`src/rtl/core/krt_pkg.sv`:
```
// krt_pkg: shared types and constants of the keyed record table.
// Used by the interfaces, the cell, the head compare unit and the top level.
package krt_pkg;

  localparam int unsigned TableEntriesDef = 256;
  localparam int unsigned RegionShiftDef  = 4;

  localparam int unsigned ReqW    = 3;
  localparam int unsigned CoordW  = 32;
  localparam int unsigned KindW   = 2;
  localparam int unsigned RegionW = 28;
  localparam int unsigned StatusW = 2;
  localparam int unsigned IndexW  = 8;
  localparam int unsigned CountW  = 9;

  typedef enum logic [ReqW-1:0] {
    REQ_LOOKUP       = 3'd0,
    REQ_ADD          = 3'd1,
    REQ_REMOVE       = 3'd2,
    REQ_DROP_REGION  = 3'd3,
    REQ_COUNT_ALL    = 3'd4,
    REQ_COUNT_REGION = 3'd5,
    REQ_CLEAR        = 3'd6
  } req_e;

  typedef enum logic [StatusW-1:0] {
    ST_OK        = 2'd0,
    ST_NOT_FOUND = 2'd1,
    ST_FULL      = 2'd2,
    ST_REJECTED  = 2'd3
  } status_e;

  localparam logic [KindW-1:0] KindNone = '0;

  typedef struct packed {
    logic signed [CoordW-1:0] x;
    logic signed [CoordW-1:0] y;
    logic signed [CoordW-1:0] z;
    logic [KindW-1:0]         kind;
  } entry_t;

  // Compare flags of the entry at the head of the chain.
  typedef struct packed {
    logic live;
    logic key_hit;
    logic region_hit;
  } scan_t;

endpackage

```
`src/rtl/core/krt_head.sv`:
```
// krt_head: key and region compare on the entry leaving the head of the chain.
// Depends on krt_pkg for the entry and flag types.
module krt_head #(
  parameter int unsigned RegionShift = krt_pkg::RegionShiftDef
) (
  input  krt_pkg::entry_t                   entry_i,
  input  logic signed [krt_pkg::CoordW-1:0] key_x_i,
  input  logic signed [krt_pkg::CoordW-1:0] key_y_i,
  input  logic signed [krt_pkg::CoordW-1:0] key_z_i,
  input  logic signed [krt_pkg::RegionW-1:0] region_x_i,
  input  logic signed [krt_pkg::RegionW-1:0] region_z_i,
  output krt_pkg::scan_t                    flags_o
);

  localparam int unsigned ExtW = krt_pkg::CoordW - krt_pkg::RegionW;

  logic signed [krt_pkg::CoordW-1:0] ent_rx, ent_rz, req_rx, req_rz;

  assign ent_rx = $signed(entry_i.x) >>> RegionShift;
  assign ent_rz = $signed(entry_i.z) >>> RegionShift;
  assign req_rx = {{ExtW{region_x_i[krt_pkg::RegionW-1]}}, region_x_i};
  assign req_rz = {{ExtW{region_z_i[krt_pkg::RegionW-1]}}, region_z_i};

  always_comb begin
    flags_o.live       = (entry_i.kind != krt_pkg::KindNone);
    flags_o.key_hit    = flags_o.live && (entry_i.x == key_x_i) &&
                         (entry_i.y == key_y_i) && (entry_i.z == key_z_i);
    flags_o.region_hit = flags_o.live && (ent_rx == req_rx) && (ent_rz == req_rz);
  end

endmodule

```
`config.mk`:
```
export PLATFORM = sky130hd
export DESIGN_NAME = krt_head
export DESIGN_NICKNAME = d
export VERILOG_FILES = /design/src/rtl/core/krt_pkg.sv /design/src/rtl/core/krt_head.sv
export SDC_FILE = /design/constraint.sdc
export NUM_CORES = 1
export LEC_CHECK = 0
export BUFFER_PORTS_ARGS = -buffer_cell sky130_fd_sc_hd__buf_4
export CAP_MARGIN = 5
export CORE_AREA = 10 10 91 93
export DETAILED_ROUTE_END_ITERATION = 12
export DIE_AREA = 0 0 101 103
export GPL_TIMING_DRIVEN = 0
export PLACE_DENSITY = 0.75
export SLEW_MARGIN = 0
export SYNTH_ARGS = -nofsm -noshare
export SYNTH_HDL_FRONTEND = slang
export SYNTH_SLANG_ARGS = --single-unit
```
`constraint.sdc`:
```
create_clock -name vclk -period 5
set_clock_uncertainty 0.05 [all_clocks]
set_input_delay 1 -clock vclk [all_inputs]
set_output_delay 1 -clock vclk [all_outputs]
set_load 0.1 [all_outputs]
```
# Word-level counts from Yosys, hierarchy flattened
# Index checks and enable logic that the tools add are counted.
dict set report totals {
  register_bits 0
  input_bits 250
  output_inout_bits 3
  wordCells 11
}
dict set report op_classes {
  n_eq_ne 5
  n_reduce_logical 6
}
# cell n
set op_table {}
lappend op_table {{$eq 32x32->1} 3}
lappend op_table {{$eq 28x28->1} 2}
lappend op_table {{$logic_and 1x1->1} 5}
lappend op_table {{$reduce_bool 2->1} 1}

# Longest topological paths before layout
dict set report logic_depth {
  ltp_word 4
  mapped_depth 5
  depth_no_buf 5
}

# Worst setup path after synthesis
# No wires, ideal clock.
dict set report synth_path {
  path_type {input to output}
  from {input port entry_i[0] in the netlist's numbering}
  to {output port flags_o[0] in the netlist's numbering}
  arrival_time_ns 5.219
  required_time_ns 3.950
  setup_slack_ns -1.269
  cell_stages 5
  n_path_buf 0
  cell_sequence {or2_1 o221ai_1 nor4_1 nand3_1 nor4_1}
}
# element line_no
set synth_lines {}
lappend synth_lines {{start: declaration} krt_head.sv:6} ;# input krt_pkg::entry_t entry_i,
lappend synth_lines {{end: declaration} krt_head.sv:12} ;# output krt_pkg::scan_t flags_o

==> reports/qor.yml <==
sta:
  tightest_slew_ps: 511
  timing.fmax_ghz: 0.260
  rsz0062_at_grt: "no"
  min_period_ps: 3850
  setup_viol: 0
  fin_ws_ps: 1150
  fin_crit_sh: 0.770
  drv_slew: 0
  relSlewSlack: 0.656
  hold_violations: 0
  tns_ps: 0
grt:
  grt_first_pass_wirelength_mm: 16.1
  grt_pass1_vias: 3120
  grt_use_met2: 0.394
  met3_usage: 0.0657
  antenna_found_initial: 0
  busiest_layer: "met2"
  grt_overflow: 0
  grt_max_degree: 4
  grt_util_met1: 0.204
  track_usage: 0.198
synth:
  synth-compound-area-share: 0.138
  netlist_area_mm2: 0.00183
  post_synth.cell_area_avg_um2: 7.46
  syn_nets: 496
  yosys.area_share.simple: 0.253
  synthXorXnorAreaFrac: 0.549
  syn_inst: 246
  ys_seq_area_frac: 0
  ys_types: 24
  synthAdderAreaFrac: 0
  synth_mux_area_frac: 0
  synth_top_family_by_area: "XOR/XNOR gates"
  ys_warn_count: 0
place:
  place_congestion: 0.896
  hpwl_mm: 11.1
  placedCellCount: 579
  placed_cell_area_mm2: 0.00386
  dpl_worst_slack_ps: 1090
  io_buffers: 253
route:
  detail_route.drc_violations: 0
  vias_per_cell: 4.77
  firstDrtPassIters: 4
  postRouteAntennaNets: 0
  drt-wirelength-per-cell_um: 20.1
  vias: 2763
  wirelength_mm: 11.6
  dr.first_iter.drc_count: 30
clock_tree:
  post-cts-setup-buffer-count: 0
  holdBufCountCts: 0
  cts_resized: 0
power_and_ir_drop:
  p_int_uw: 199
  finalPower_uw: 316
  p_comb_frac: 1.000
  irDropWorstVdd_mv: 0.0489
  power.density_mw_per_mm2: 82.0
  p_sw_frac: 0.370
  p_clk_frac: 0
  p_sw_uw: 117
  leakagePower_nw: 1.88
  p_seq_frac: 0
layout:
  most-common-layout-cells: "buf_4 (253), xnor2_1 (74), xor2_1 (41)"
  seq_cells: 0
  nClkBuffers: 0
  multi_input_area_mm2: 0.00175
  final_cells: 579
  fin_area_mm2: 0.00386
  final_common_cell: "buf_4"
  nets: 751
  area_delta_synth_final_pct: 110
  regArea_um2: 0
  drive_gt1_frac: 0.517
  antenna_cells: 0
  fill_cells: 630
critical_path:
  cp_max_fo: 2
  crit_type: "in -> out"
  cp.arrival_ps: 2800
  cp-start-kind: "input port"
  cp.required_ps: 3950
  end_kind: "output pin"
floorplan:
  die_h_um: 103
  boundaryPins: 253
  die-area_mm2: 0.0104
  core_area_mm2: 0.00657
  fp.dieW_um: 101
  fp-row-count: 30
  start_util: 0.279
run_status:
  status: "completed"
min_path:
  hp-class: "in -> out"
job:
  maxCapViolations: 0
==> cells in the mapped netlist (3+ instances only) <==
library cell | instances | area share
a2111o_1 | 3 | 0.018
a22o_1 | 3 | 0.014
inv_1 | 29 | 0.059
nand2b_1 | 11 | 0.038
nand3_1 | 5 | 0.014
nand4_1 | 21 | 0.072
nor2b_1 | 9 | 0.031
nor4_1 | 16 | 0.055
nor4_2 | 3 | 0.020
o2111ai_1 | 3 | 0.014
o221ai_1 | 3 | 0.014
o22ai_1 | 8 | 0.027
o2bb2ai_1 | 4 | 0.019
xnor2_1 | 74 | 0.35
xor2_1 | 41 | 0.20
==> logic make-up (layout without fill, tap and decap cells) <==
| group | count (synthesis) | in the layout |
|---|---|---|
| buffers and inverters | 29 | 282 |
| AOI/OAI and AO/OA | 30 | 30 |
| and+or+nand+nor | 72 | 72 |
| xor gates and xnor gates | 115 | 115 |
==> critical path, stage by stage <==
cell,delay (ps)
buf_4,110
nor2b_1,130
a2111o_1,410
nor4_1,400
nand4_1,200
nor4_4,230
buf_4,330
==> per-stage QoR <==
step / hold WS [ps] / utilization
floorplan: 2250 / -
global placement: 2510 / 0.587
detailed placement: 2510 / 0.587
CTS: 2520 / 0.587
global route: 2530 / 0.587
finish: 2500 / 0.587
==> power by group through the flow <==
stage	clock network, mW	registers (mW)	logic, mW
2_1_floorplan	0	0	0.113
3_3_place_gp	0	0	0.313
3_5_place_dp	0	0	0.318
4_1_cts	0	0	0.320
5_1_grt	0	0	0.341
6_report	0	0	0.316
==> worst paths after layout <==
kind   startpoint    endpoint  cells past startpoint
max   entry_i[61]  flags_o[1]                      7
min    entry_i[0]  flags_o[2]                      3
==> layout make-up <==
type | instances | share of cell area
repair buffers | 253 | 0.492
multi-input cells | 217 | 0.453
inverters | 29 | 0.0282
well taps | 80 | 0.0259
==> per-layer routing <==
metal	vias up	share of wire
li1	1379	-
met1	1227	0.36
met2	151	0.53
met3	6	0.10
met4	0	0.0053
met5	-	0
Power figures use the tool's default switching activity.
